===== src/rtl/core/spct_pkg.sv =====
// Shared types, constants and helpers for the SNP pair contingency table block.
package spct_pkg;

    localparam int WORD_W        = 64;  // width of one plane word on the port
    localparam int DEF_WORD_BITS = 64;  // samples used in each word
    localparam int NUM_PLANES    = 3;
    localparam int NUM_LANES     = NUM_PLANES * NUM_PLANES;
    localparam int NUM_CTR       = 2 * NUM_LANES;
    localparam int CNT_W         = 21;
    localparam int CELL_W        = 22;
    localparam int IDX_W         = 5;
    localparam int NUM_CELLS     = 29;

    localparam logic [IDX_W-1:0]  IDX_COL_CTRL = IDX_W'(27);
    localparam logic [IDX_W-1:0]  IDX_COL_CASE = IDX_W'(28);
    localparam logic [CNT_W-1:0]  CNT_MAX      = '1;
    localparam logic [CELL_W-1:0] CELL_MAX     = '1;

    // Position of a cell inside its genotype-pair triple
    typedef enum logic [1:0] {
        SUB_CTRL,
        SUB_CASE,
        SUB_ROW
    } t_sub;

    typedef logic [NUM_CTR-1:0][CNT_W-1:0] t_cnt_arr;

    function automatic logic [CELL_W-1:0] sat_add_cell(input logic [CELL_W-1:0] a,
                                                       input logic [CELL_W-1:0] b);
        logic [CELL_W:0] s;
        s = {1'b0, a} + {1'b0, b};
        return s[CELL_W] ? CELL_MAX : s[CELL_W-1:0];
    endfunction

endpackage


===== src/rtl/core/spct_if.sv =====
// Handshake channels: genotype word input and table cell output.
interface spct_in_if;
    logic                        valid;
    logic                        ready;
    logic [spct_pkg::WORD_W-1:0] a_major_word;
    logic [spct_pkg::WORD_W-1:0] a_het_word;
    logic [spct_pkg::WORD_W-1:0] a_minor_word;
    logic [spct_pkg::WORD_W-1:0] b_major_word;
    logic [spct_pkg::WORD_W-1:0] b_het_word;
    logic [spct_pkg::WORD_W-1:0] b_minor_word;
    logic                        is_case;
    logic                        last_word;

    modport source (
        output valid, a_major_word, a_het_word, a_minor_word,
               b_major_word, b_het_word, b_minor_word, is_case, last_word,
        input  ready
    );
    modport sink (
        input  valid, a_major_word, a_het_word, a_minor_word,
               b_major_word, b_het_word, b_minor_word, is_case, last_word,
        output ready
    );
endinterface

interface spct_out_if;
    logic                        valid;
    logic                        ready;
    logic [spct_pkg::IDX_W-1:0]  cell_index;
    logic [spct_pkg::CELL_W-1:0] cell_count;
    logic                        last_cell;

    modport source (output valid, cell_index, cell_count, last_cell, input ready);
    modport sink   (input  valid, cell_index, cell_count, last_cell, output ready);
endinterface


===== src/rtl/core/spct_lane.sv =====
// One lane: registered popcount of the AND of two genotype plane words.
module spct_lane #(
    parameter int WORD_BITS = spct_pkg::DEF_WORD_BITS,
    localparam int PC_W     = $clog2(WORD_BITS + 1)
) (
    input  logic                        i_clk,
    input  logic                        i_en,
    input  logic [spct_pkg::WORD_W-1:0] i_a_word,
    input  logic [spct_pkg::WORD_W-1:0] i_b_word,
    output logic [PC_W-1:0]             o_count
);
    import spct_pkg::*;

    localparam logic [WORD_W-1:0] WMASK = {WORD_W{1'b1}} >> (WORD_W - WORD_BITS);
    localparam logic [WORD_W-1:0] M1    = {(WORD_W / 2){2'b01}};
    localparam logic [WORD_W-1:0] M2    = {(WORD_W / 4){4'b0011}};
    localparam logic [WORD_W-1:0] M4    = {(WORD_W / 8){8'h0f}};

    logic [WORD_W-1:0] w_and;
    logic [WORD_W-1:0] w_s1, w_s2, w_s3, w_s4, w_s5, w_s6;
    logic [PC_W-1:0]   r_count;

    // SWAR bit count: pairs, nibbles, bytes, then fold the bytes together
    always_comb begin
        w_and = i_a_word & i_b_word & WMASK;
        w_s1  = w_and - ((w_and >> 1) & M1);
        w_s2  = (w_s1 & M2) + ((w_s1 >> 2) & M2);
        w_s3  = (w_s2 + (w_s2 >> 4)) & M4;
        w_s4  = w_s3 + (w_s3 >> 8);
        w_s5  = w_s4 + (w_s4 >> 16);
        w_s6  = w_s5 + (w_s5 >> 32);
    end

    always_ff @(posedge i_clk) begin
        if (i_en) begin
            r_count <= w_s6[PC_W-1:0];
        end
    end

    assign o_count = r_count;
endmodule


===== src/rtl/core/spct_emit.sv =====
// Table builder: holds a counter snapshot and sends the 29 cells with totals.
module spct_emit (
    input  logic               i_clk,
    input  logic               i_rst_n,
    input  logic               i_load,
    input  spct_pkg::t_cnt_arr i_snap,
    output logic               o_busy,
    spct_out_if.source         o_out_ch
);
    import spct_pkg::*;

    t_cnt_arr          r_snap;
    logic              r_busy;
    logic [IDX_W-1:0]  r_idx;
    t_sub              r_sub;
    logic [CELL_W-1:0] r_col0, r_col1;
    logic              r_o_valid;
    logic [IDX_W-1:0]  r_o_index;
    logic [CELL_W-1:0] r_o_count;
    logic              r_o_last;

    logic              w_out_free, w_step, w_is_col;
    logic [CELL_W-1:0] w_c0, w_c1, w_rt, w_cell;

    always_comb begin
        w_out_free = !r_o_valid || o_out_ch.ready;
        w_step     = r_busy && w_out_free;
        w_is_col   = (r_idx == IDX_COL_CTRL) || (r_idx == IDX_COL_CASE);
        // entries 0 and 1 always hold the current pair's control and case counts
        w_c0       = {1'b0, r_snap[0]} + CELL_W'(1);
        w_c1       = {1'b0, r_snap[1]} + CELL_W'(1);
        w_rt       = sat_add_cell(w_c0, w_c1);
        if (r_idx == IDX_COL_CTRL) begin
            w_cell = r_col0;
        end else if (r_idx == IDX_COL_CASE) begin
            w_cell = r_col1;
        end else begin
            unique case (r_sub)
                SUB_CTRL: w_cell = w_c0;
                SUB_CASE: w_cell = w_c1;
                SUB_ROW:  w_cell = w_rt;
                default:  w_cell = w_rt;
            endcase
        end
    end

    always_ff @(posedge i_clk) begin
        if (!i_rst_n) begin
            r_busy    <= 1'b0;
            r_idx     <= '0;
            r_sub     <= SUB_CTRL;
            r_o_valid <= 1'b0;
        end else begin
            if (i_load) begin
                r_busy <= 1'b1;
                r_idx  <= '0;
                r_sub  <= SUB_CTRL;
            end else if (w_step) begin
                if (r_idx == IDX_COL_CASE) begin
                    r_busy <= 1'b0;
                end
                r_idx <= r_idx + IDX_W'(1);
                if (!w_is_col) begin
                    r_sub <= (r_sub == SUB_ROW) ? SUB_CTRL : t_sub'(r_sub + 2'd1);
                end
            end
            if (w_out_free) begin
                r_o_valid <= w_step;
            end
        end
    end

    // payload side: snapshot shift and column totals
    always_ff @(posedge i_clk) begin
        if (i_load) begin
            r_snap <= i_snap;
            r_col0 <= '0;
            r_col1 <= '0;
        end else if (w_step && !w_is_col) begin
            if (r_sub == SUB_CTRL) begin
                r_col0 <= sat_add_cell(r_col0, w_c0);
            end
            if (r_sub == SUB_CASE) begin
                r_col1 <= sat_add_cell(r_col1, w_c1);
            end
            if (r_sub == SUB_ROW) begin
                for (int i = 0; i < NUM_CTR - 2; i++) begin
                    r_snap[i] <= r_snap[i + 2];
                end
            end
        end
        if (w_step) begin
            r_o_index <= r_idx;
            r_o_count <= w_cell;
            r_o_last  <= (r_idx == IDX_COL_CASE);
        end
    end

    assign o_busy              = r_busy;
    assign o_out_ch.valid      = r_o_valid;
    assign o_out_ch.cell_index = r_o_index;
    assign o_out_ch.cell_count = r_o_count;
    assign o_out_ch.last_cell  = r_o_last;
endmodule


===== src/rtl/core/snp_pair_contingency_table_core.sv =====
// SNP pair contingency table: nine popcount lanes, group counters, table builder.
// Throughput: one word per cycle except while a last word waits; a table of 29 cells goes out
// at one cell per cycle while the output is ready. After the last word's transfer the first cell
// passes the lane register, the counter merge into the builder's snapshot and the output register.
// A last word waits in the merge stage, holding off the input, while the previous table is sent.
// Reset (synchronous, active low) clears the counters and empties both channels.
module snp_pair_contingency_table_core #(
    parameter int WORD_BITS = spct_pkg::DEF_WORD_BITS
) (
    input  logic       i_clk,
    input  logic       i_rst_n,
    spct_in_if.sink    i_in_ch,
    spct_out_if.source o_out_ch
);
    import spct_pkg::*;

    localparam int PC_W = $clog2(WORD_BITS + 1);

    logic [WORD_W-1:0] w_pa [NUM_PLANES];
    logic [WORD_W-1:0] w_pb [NUM_PLANES];
    logic [PC_W-1:0]   w_pc [NUM_LANES];

    logic     r_s1_valid, r_s1_case, r_s1_last;
    t_cnt_arr r_cnt, n_cnt;
    logic     w_in_xfer, w_s1_adv, w_load, w_busy;
    logic [CNT_W:0] w_sum [NUM_CTR];

    assign w_pa[0] = i_in_ch.a_major_word;
    assign w_pa[1] = i_in_ch.a_het_word;
    assign w_pa[2] = i_in_ch.a_minor_word;
    assign w_pb[0] = i_in_ch.b_major_word;
    assign w_pb[1] = i_in_ch.b_het_word;
    assign w_pb[2] = i_in_ch.b_minor_word;

    for (genvar p = 0; p < NUM_LANES; p++) begin : g_lane
        spct_lane #(.WORD_BITS(WORD_BITS)) u_lane (
            .i_clk    (i_clk),
            .i_en     (w_in_xfer),
            .i_a_word (w_pa[p / NUM_PLANES]),
            .i_b_word (w_pb[p % NUM_PLANES]),
            .o_count  (w_pc[p])
        );
    end

    always_comb begin
        w_s1_adv       = r_s1_valid && (!r_s1_last || !w_busy);
        i_in_ch.ready  = !r_s1_valid || w_s1_adv;
        w_in_xfer      = i_in_ch.valid && i_in_ch.ready;
        w_load         = w_s1_adv && r_s1_last;
        // counter 2*p+g takes lane p when the word belongs to group g
        for (int i = 0; i < NUM_CTR; i++) begin
            w_sum[i] = {1'b0, r_cnt[i]};
            if (i[0] == r_s1_case) begin
                w_sum[i] = w_sum[i] + (CNT_W + 1)'(w_pc[i / 2]);
            end
            n_cnt[i] = w_sum[i][CNT_W] ? CNT_MAX : w_sum[i][CNT_W-1:0];
        end
    end

    always_ff @(posedge i_clk) begin
        if (!i_rst_n) begin
            r_s1_valid <= 1'b0;
            r_cnt      <= '0;
        end else begin
            if (w_in_xfer) begin
                r_s1_valid <= 1'b1;
            end else if (w_s1_adv) begin
                r_s1_valid <= 1'b0;
            end
            if (w_s1_adv) begin
                r_cnt <= r_s1_last ? '0 : n_cnt;
            end
        end
    end

    always_ff @(posedge i_clk) begin
        if (w_in_xfer) begin
            r_s1_case <= i_in_ch.is_case;
            r_s1_last <= i_in_ch.last_word;
        end
    end

    spct_emit u_emit (
        .i_clk    (i_clk),
        .i_rst_n  (i_rst_n),
        .i_load   (w_load),
        .i_snap   (n_cnt),
        .o_busy   (w_busy),
        .o_out_ch (o_out_ch)
    );
endmodule


===== src/flat_wrapper.sv =====
// flat-port wrapper written by rule: the top's interface ports become plain ports
module snp_pair_contingency_table_core_flat import spct_pkg::*;
#(
    parameter int WORD_BITS = spct_pkg::DEF_WORD_BITS
)
  (i_clk, i_rst_n, i_in_ch_valid, i_in_ch_a_major_word, i_in_ch_a_het_word, i_in_ch_a_minor_word, i_in_ch_b_major_word, i_in_ch_b_het_word, i_in_ch_b_minor_word, i_in_ch_is_case, i_in_ch_last_word, i_in_ch_ready, o_out_ch_valid, o_out_ch_cell_index, o_out_ch_cell_count, o_out_ch_last_cell, o_out_ch_ready);
  spct_in_if i_in_ch_i ();
  spct_out_if o_out_ch_i ();
  input  logic i_clk;
  input  logic i_rst_n;
  input wire logic [$bits(i_in_ch_i.valid)-1:0] i_in_ch_valid;
  input wire logic [$bits(i_in_ch_i.a_major_word)-1:0] i_in_ch_a_major_word;
  input wire logic [$bits(i_in_ch_i.a_het_word)-1:0] i_in_ch_a_het_word;
  input wire logic [$bits(i_in_ch_i.a_minor_word)-1:0] i_in_ch_a_minor_word;
  input wire logic [$bits(i_in_ch_i.b_major_word)-1:0] i_in_ch_b_major_word;
  input wire logic [$bits(i_in_ch_i.b_het_word)-1:0] i_in_ch_b_het_word;
  input wire logic [$bits(i_in_ch_i.b_minor_word)-1:0] i_in_ch_b_minor_word;
  input wire logic [$bits(i_in_ch_i.is_case)-1:0] i_in_ch_is_case;
  input wire logic [$bits(i_in_ch_i.last_word)-1:0] i_in_ch_last_word;
  output wire logic [$bits(i_in_ch_i.ready)-1:0] i_in_ch_ready;
  output wire logic [$bits(o_out_ch_i.valid)-1:0] o_out_ch_valid;
  output wire logic [$bits(o_out_ch_i.cell_index)-1:0] o_out_ch_cell_index;
  output wire logic [$bits(o_out_ch_i.cell_count)-1:0] o_out_ch_cell_count;
  output wire logic [$bits(o_out_ch_i.last_cell)-1:0] o_out_ch_last_cell;
  input wire logic [$bits(o_out_ch_i.ready)-1:0] o_out_ch_ready;
  assign i_in_ch_i.valid = i_in_ch_valid;
  assign i_in_ch_i.a_major_word = i_in_ch_a_major_word;
  assign i_in_ch_i.a_het_word = i_in_ch_a_het_word;
  assign i_in_ch_i.a_minor_word = i_in_ch_a_minor_word;
  assign i_in_ch_i.b_major_word = i_in_ch_b_major_word;
  assign i_in_ch_i.b_het_word = i_in_ch_b_het_word;
  assign i_in_ch_i.b_minor_word = i_in_ch_b_minor_word;
  assign i_in_ch_i.is_case = i_in_ch_is_case;
  assign i_in_ch_i.last_word = i_in_ch_last_word;
  assign i_in_ch_ready = i_in_ch_i.ready;
  assign o_out_ch_valid = o_out_ch_i.valid;
  assign o_out_ch_cell_index = o_out_ch_i.cell_index;
  assign o_out_ch_cell_count = o_out_ch_i.cell_count;
  assign o_out_ch_last_cell = o_out_ch_i.last_cell;
  assign o_out_ch_i.ready = o_out_ch_ready;
  snp_pair_contingency_table_core #(.WORD_BITS(WORD_BITS)) u_core (.i_clk(i_clk), .i_rst_n(i_rst_n), .i_in_ch(i_in_ch_i), .o_out_ch(o_out_ch_i));
endmodule

===== config.mk =====
export PLATFORM = sky130hd
export DESIGN_NAME = snp_pair_contingency_table_core_flat
export DESIGN_NICKNAME = d
export VERILOG_FILES = /design/src/rtl/core/spct_pkg.sv /design/src/rtl/core/spct_if.sv /design/src/rtl/core/spct_lane.sv /design/src/rtl/core/spct_emit.sv /design/src/rtl/core/snp_pair_contingency_table_core.sv /design/src/flat_wrapper.sv
export SDC_FILE = /design/constraint.sdc
export NUM_CORES = 2
export LEC_CHECK = 0
export BUFFER_PORTS_ARGS = -buffer_cell sky130_fd_sc_hd__clkbuf_2
export CAP_MARGIN = 20
export CORE_ASPECT_RATIO = 1.25
export CORE_MARGIN = 1
export CORE_UTILIZATION = 40
export CTS_CLUSTER_DIAMETER = 50
export DETAILED_ROUTE_END_ITERATION = 16
export PLACE_DENSITY = 0.61
export SLEW_MARGIN = 10
export SYNTH_ARGS = -nofsm -noshare
export SYNTH_HDL_FRONTEND = slang
export SYNTH_HIERARCHICAL = 1
export SYNTH_SLANG_ARGS = --single-unit

===== constraint.sdc =====
create_clock -name i_clk -period 11.5 [get_ports i_clk]
set_input_delay 0 -clock i_clk [delete_from_list [all_inputs] [get_ports i_clk]]
set_output_delay 0 -clock i_clk [all_outputs]
set_load 0.01 [all_outputs]

==> report_table.html <==
<table>
<tr><th>Metric</th><th>Value</th></tr>
<tr><th colspan="2">Run status</th></tr>
<tr><td>Run status</td><td>completed</td></tr>
<tr><th colspan="2">STA</th></tr>
<tr><td>Final Cycle Share</td><td>64.2%</td></tr>
<tr><td>Final Hold Fails</td><td>0</td></tr>
<tr><td>Slew Viols, Final</td><td>0</td></tr>
<tr><td>Setup violations, final</td><td>0</td></tr>
<tr><td>Worst clock skew</td><td>0.0682 ns</td></tr>
<tr><td>Tightest slew margin relative to the limit</td><td>24.4%</td></tr>
<tr><td>Clock period minus worst slack</td><td>7.38 ns</td></tr>
<tr><td>Peak Freq</td><td>135 MHz</td></tr>
<tr><td>Final critical-path setup slack</td><td>4.12 ns</td></tr>
<tr><td>Worst-Margin Slew</td><td>1.13 ns</td></tr>
<tr><td>Setup total negative slack</td><td>0 ns</td></tr>
<tr><td>Unrepaired setup endpoints after global routing</td><td>false</td></tr>
<tr><th colspan="2">Routing</th></tr>
<tr><td>DRC violations left</td><td>0</td></tr>
<tr><td>Length of the first detailed-routing pass in iterations</td><td>6</td></tr>
<tr><td>Total wire length after detailed routing</td><td>410000 um</td></tr>
<tr><td>Number of vias after detailed routing</td><td>100000</td></tr>
<tr><td>Wirelength per Cell</td><td>24.3 um</td></tr>
<tr><td>Number of vias per cell</td><td>5.92</td></tr>
<tr><td>DRC violation total after the first TritonRoute iteration</td><td>6862</td></tr>
<tr><td>ANT nets after route</td><td>0</td></tr>
<tr><th colspan="2">Clocking</th></tr>
<tr><td>Clock latency reported for the late side of the worst-skew pair</td><td>0.77 ns</td></tr>
<tr><td>Clock tree from TritonCTS</td><td>built</td></tr>
<tr><td>Post-CTS Repair Setup Buffers</td><td>0</td></tr>
<tr><td>H-tree depth</td><td>3</td></tr>
<tr><td>Clock Root Buffer</td><td>sky130_fd_sc_hd__clkbuf_16</td></tr>
<tr><td>Clock tree sinks</td><td>903</td></tr>
<tr><td>CTS-repair resized insts</td><td>0</td></tr>
<tr><td>Clock slew at reported path FFs</td><td>0.06 ns</td></tr>
<tr><td>Clock buffer count from CTS</td><td>114</td></tr>
<tr><td>Longest Clk Path Bufs</td><td>3</td></tr>
<tr><th colspan="2">Min path</th></tr>
<tr><td>Startpoint of the tightest hold check path</td><td>i_in_ch_is_case</td></tr>
<tr><td>Hold Crit Class</td><td>in2reg</td></tr>
<tr><td>Number of cells on the worst hold path</td><td>2</td></tr>
<tr><td>Worst min-delay path endpoint</td><td>u_core/r_s1_case</td></tr>
<tr><th colspan="2">Global route</th></tr>
<tr><td>Antenna violations before repair</td><td>67</td></tr>
<tr><td>Largest net degree at the start of global routing</td><td>161</td></tr>
<tr><td>Vias in the first global route</td><td>97900</td></tr>
<tr><td>First-pass GRT wire length</td><td>594000 um</td></tr>
<tr><td>Total grt overflow</td><td>0</td></tr>
<tr><td>Global-route total usage across every layer</td><td>28.3%</td></tr>
<tr><th colspan="2">Synthesis</th></tr>
<tr><td>Share of synthesized area spent on multiplexers</td><td>4.21%</td></tr>
<tr><td>Gate Count Post-Synth</td><td>12900</td></tr>
<tr><td>Complex-gate fraction of the synthesized area</td><td>23.0%</td></tr>
<tr><td>Post-synthesis net count</td><td>15100</td></tr>
<tr><td>Cell type with the largest total area after synthesis</td><td>sky130_fd_sc_hd__ha_1</td></tr>
<tr><td>Syn. warnings</td><td>6</td></tr>
<tr><td>Main combinational cell family by area after synthesis</td><td>adder cells</td></tr>
<tr><td>Yosys cell types</td><td>154</td></tr>
<tr><td>Most used standard cells in the synthesized netlist</td><td>1570 x sky130_fd_sc_hd__ha_1, 1508 x sky130_fd_sc_hd__nand2_1, 1120 x sky130_fd_sc_hd__a21oi_1</td></tr>
<tr><td>Mapped Avg Cell Area</td><td>8.51 um^2</td></tr>
<tr><td>Synthesized-area fraction occupied by and/or/nand/nor cells</td><td>15.6%</td></tr>
<tr><td>Adder-cell share of the synthesized area</td><td>23.4%</td></tr>
<tr><td>Number of enable-type register cells in the synthesized netlist</td><td>471</td></tr>
<tr><td>Xor-xnor portion of the synthesized cell area</td><td>8.46%</td></tr>
<tr><td>Dominant cells by area after synthesis</td><td>sky130_fd_sc_hd__ha_1 18%, sky130_fd_sc_hd__edfxtp_1 13%, sky130_fd_sc_hd__dfxtp_1 7.9%</td></tr>
<tr><td>Post-synth top flop</td><td>sky130_fd_sc_hd__edfxtp_1</td></tr>
<tr><td>Total of flip-flops plus latches after synthesis</td><td>903</td></tr>
<tr><td>Most frequent cell after synthesis</td><td>sky130_fd_sc_hd__ha_1</td></tr>
<tr><td>Post-synthesis instance area</td><td>110000 um^2</td></tr>
<tr><td>Post-synth top area share</td><td>17.9%</td></tr>
<tr><td>Async SR Flop Fraction</td><td>0%</td></tr>
<tr><td>Part of the Yosys area used for sequential elements</td><td>20.8%</td></tr>
<tr><th colspan="2">Finish</th></tr>
<tr><td>Share of post-route cells with drive strength above 1</td><td>9.97%</td></tr>
<tr><td>Area Growth Syn to Fin</td><td>9.40%</td></tr>
<tr><td>Number of fillers in the final layout</td><td>27300</td></tr>
<tr><td>Number of nets in the layout</td><td>15500</td></tr>
<tr><th colspan="2">Setup path</th></tr>
<tr><td>Critical Path RT</td><td>11.93 ns</td></tr>
<tr><td>Critical setup path kind</td><td>in2reg</td></tr>
<tr><td>Crit Reg-Reg Startpoint</td><td>u_core/u_emit/r_snap[0]</td></tr>
<tr><td>Critical path peak fanout</td><td>12</td></tr>
<tr><td>Endpoint type of the worst setup path</td><td>register</td></tr>
<tr><td>Destination of the worst register-to-register timing path</td><td>u_core/u_emit/r_col0[8]</td></tr>
<tr><td>Type of element launching the critical path</td><td>input port</td></tr>
<tr><td>Number of cell instances on the worst register-to-register path</td><td>13</td></tr>
<tr><td>Critical path data arrival time</td><td>7.81 ns</td></tr>
<tr><td>Setup slack of the worst register-to-register path</td><td>6.18 ns</td></tr>
<tr><th colspan="2">Floorplanning</th></tr>
<tr><td>Core region area</td><td>272000 um^2</td></tr>
<tr><td>Die Outline Area</td><td>276000 um^2</td></tr>
<tr><td>Initial cell density of the core</td><td>40.3%</td></tr>
<tr><td>X dimension of the die</td><td>470 um</td></tr>
<tr><td>Number of core rows</td><td>214</td></tr>
<tr><td>Die Height</td><td>587 um</td></tr>
<tr><td>I/O pin total</td><td>420</td></tr>
<tr><th colspan="2">Placement</th></tr>
<tr><td>Worst slack after detailed placement</td><td>3.61 ns</td></tr>
<tr><td>Port buffer count</td><td>419</td></tr>
<tr><td>Final RePlAce weighted congestion</td><td>1.02</td></tr>
<tr><td>Post-DP HPWL</td><td>337000 um</td></tr>
<tr><th colspan="2">Run</th></tr>
<tr><td>Max capacitance violation total</td><td>0</td></tr>
</table>
[worst max-delay path: stages]
cell	delay (ns)
sky130_fd_sc_hd__clkbuf_2	0.31
sky130_fd_sc_hd__nand2_1	0.18
sky130_fd_sc_hd__ha_1	0.41
sky130_fd_sc_hd__or2_1	0.27
sky130_fd_sc_hd__o221ai_1	0.22
sky130_fd_sc_hd__o22ai_1	0.19
sky130_fd_sc_hd__o21ai_1	0.38
sky130_fd_sc_hd__a31oi_1	0.26
sky130_fd_sc_hd__o21ai_1	0.63
sky130_fd_sc_hd__a21oi_1	0.33
sky130_fd_sc_hd__a21oi_1	0.44
sky130_fd_sc_hd__nor4_1	0.11
sky130_fd_sc_hd__nor4bb_1	0.42
sky130_fd_sc_hd__fa_1	0.53
sky130_fd_sc_hd__fa_1	0.56
sky130_fd_sc_hd__fa_1	0.46
sky130_fd_sc_hd__xor2_1	0.32
sky130_fd_sc_hd__ha_1	0.33
sky130_fd_sc_hd__a21oi_1	0.21
sky130_fd_sc_hd__xnor2_1	0.17
sky130_fd_sc_hd__ha_1	0.30
sky130_fd_sc_hd__xnor2_1	0.73
[metrics by stage]
step	area [um^2]	utilization [%]	cells	hold slack [ns]
after floorplan	110000	-	12900	0.0989
after global placement	116000	42.5	16600	0.189
after detailed placement	116000	42.5	16600	0.182
after CTS	120000	44.0	16900	0.0270
after global routing	120000	44.0	16900	0.0699
final	120000	44.1	16900	0.0523
[layout make-up]
type	instances	area, um^2	share of cell area (%)
diodes	28	70.1	0.0585
clock buffers	136	3050	2.54
clock inverters	80	955	0.796
inverters	985	3710	3.09
multi-input cells	10700	81900	68.4
flip-flops and latches	903	22800	19.0
well taps	3564	4460	3.72
repair buffers	513	2890	2.41
[cells in the final DEF (no fill, tap or decap), types with 397 or more instances in the layout]
master | synthesis | layout
sky130_fd_sc_hd__xor2_1 | 397 | 397
sky130_fd_sc_hd__clkbuf_2 | 0 | 419
sky130_fd_sc_hd__a21oi_1 | 1120 | 1119
sky130_fd_sc_hd__edfxtp_1 | 471 | 471
sky130_fd_sc_hd__o21ai_0 | 683 | 682
sky130_fd_sc_hd__nand2_1 | 1508 | 1503
sky130_fd_sc_hd__ha_1 | 1570 | 1570
sky130_fd_sc_hd__a21o_1 | 466 | 466
sky130_fd_sc_hd__nor2_1 | 599 | 597
sky130_fd_sc_hd__xnor2_1 | 652 | 651
sky130_fd_sc_hd__inv_1 | 981 | 980
sky130_fd_sc_hd__dfxtp_1 | 432 | 432
[worst max-delay path by stage]
stage,slack [ns],startpoint,cells after the start,endpoint
4_1_cts,4.39,i_in_ch_b_major_word[9],26,u_core/g_lane[6].u_lane/o_count[6]
6_report,4.12,i_in_ch_b_het_word[7],22,u_core/g_lane[7].u_lane/o_count[3]
2_1_floorplan,0.95,u_core/r_s1_last,7,u_core/u_emit/r_snap[0]
5_1_grt,4.15,i_in_ch_b_het_word[1],27,u_core/g_lane[1].u_lane/o_count[6]
3_5_place_dp,3.61,i_in_ch_b_major_word[41],24,u_core/g_lane[6].u_lane/o_count[6]
3_3_place_gp,3.57,i_in_ch_b_het_word[9],25,u_core/g_lane[1].u_lane/o_count[6]
[flip-flops by register name, summed over array words and instances (netlist names), 2 cells and up]
register and flops:
u_core/g_lane.u_lane/o_count 63, u_core/u_emit/o_out_ch.cell_count 22, u_core/u_emit/r_sub 2, u_core/r_cnt 378, u_core/u_emit/r_col1 22, u_core/u_emit/r_col0 22
u_core/u_emit/r_idx 5, u_core/u_emit/o_out_ch.cell_index 5, u_core/u_emit/r_snap 378
[layer usage]
metal  share of wire [%]  vias to the layer above  track usage (%)
met4                 7.9                       64             20.0
met1                  37                    48300             30.1
met5                0.10                        -                0
met3                 5.4                     1048             3.80
met2                  50                     3222             51.4
li1                    -                    47400                -
[cell families (layout without fill, tap and decap cells)]
family	count (synthesis)	in the layout
buffers and inverters	1292	1714
AO/OA/AOI/OAI	3796	3796
adder cells (fa/ha/maj)	1873	1873
other	0	28
AND/OR/NAND/NOR	3550	3550
multiplexers	414	414
flip-flops	903	903
XOR/XNOR	1053	1053
[repair_timing]
item,CTS,global route
setup endpoints to repair,0,0
hold endpoints to repair,40,0
hold buffers,7,0
Power is not shown: default switching activity piles up to over one toggle a cycle in this logic, so the estimate is an artifact.
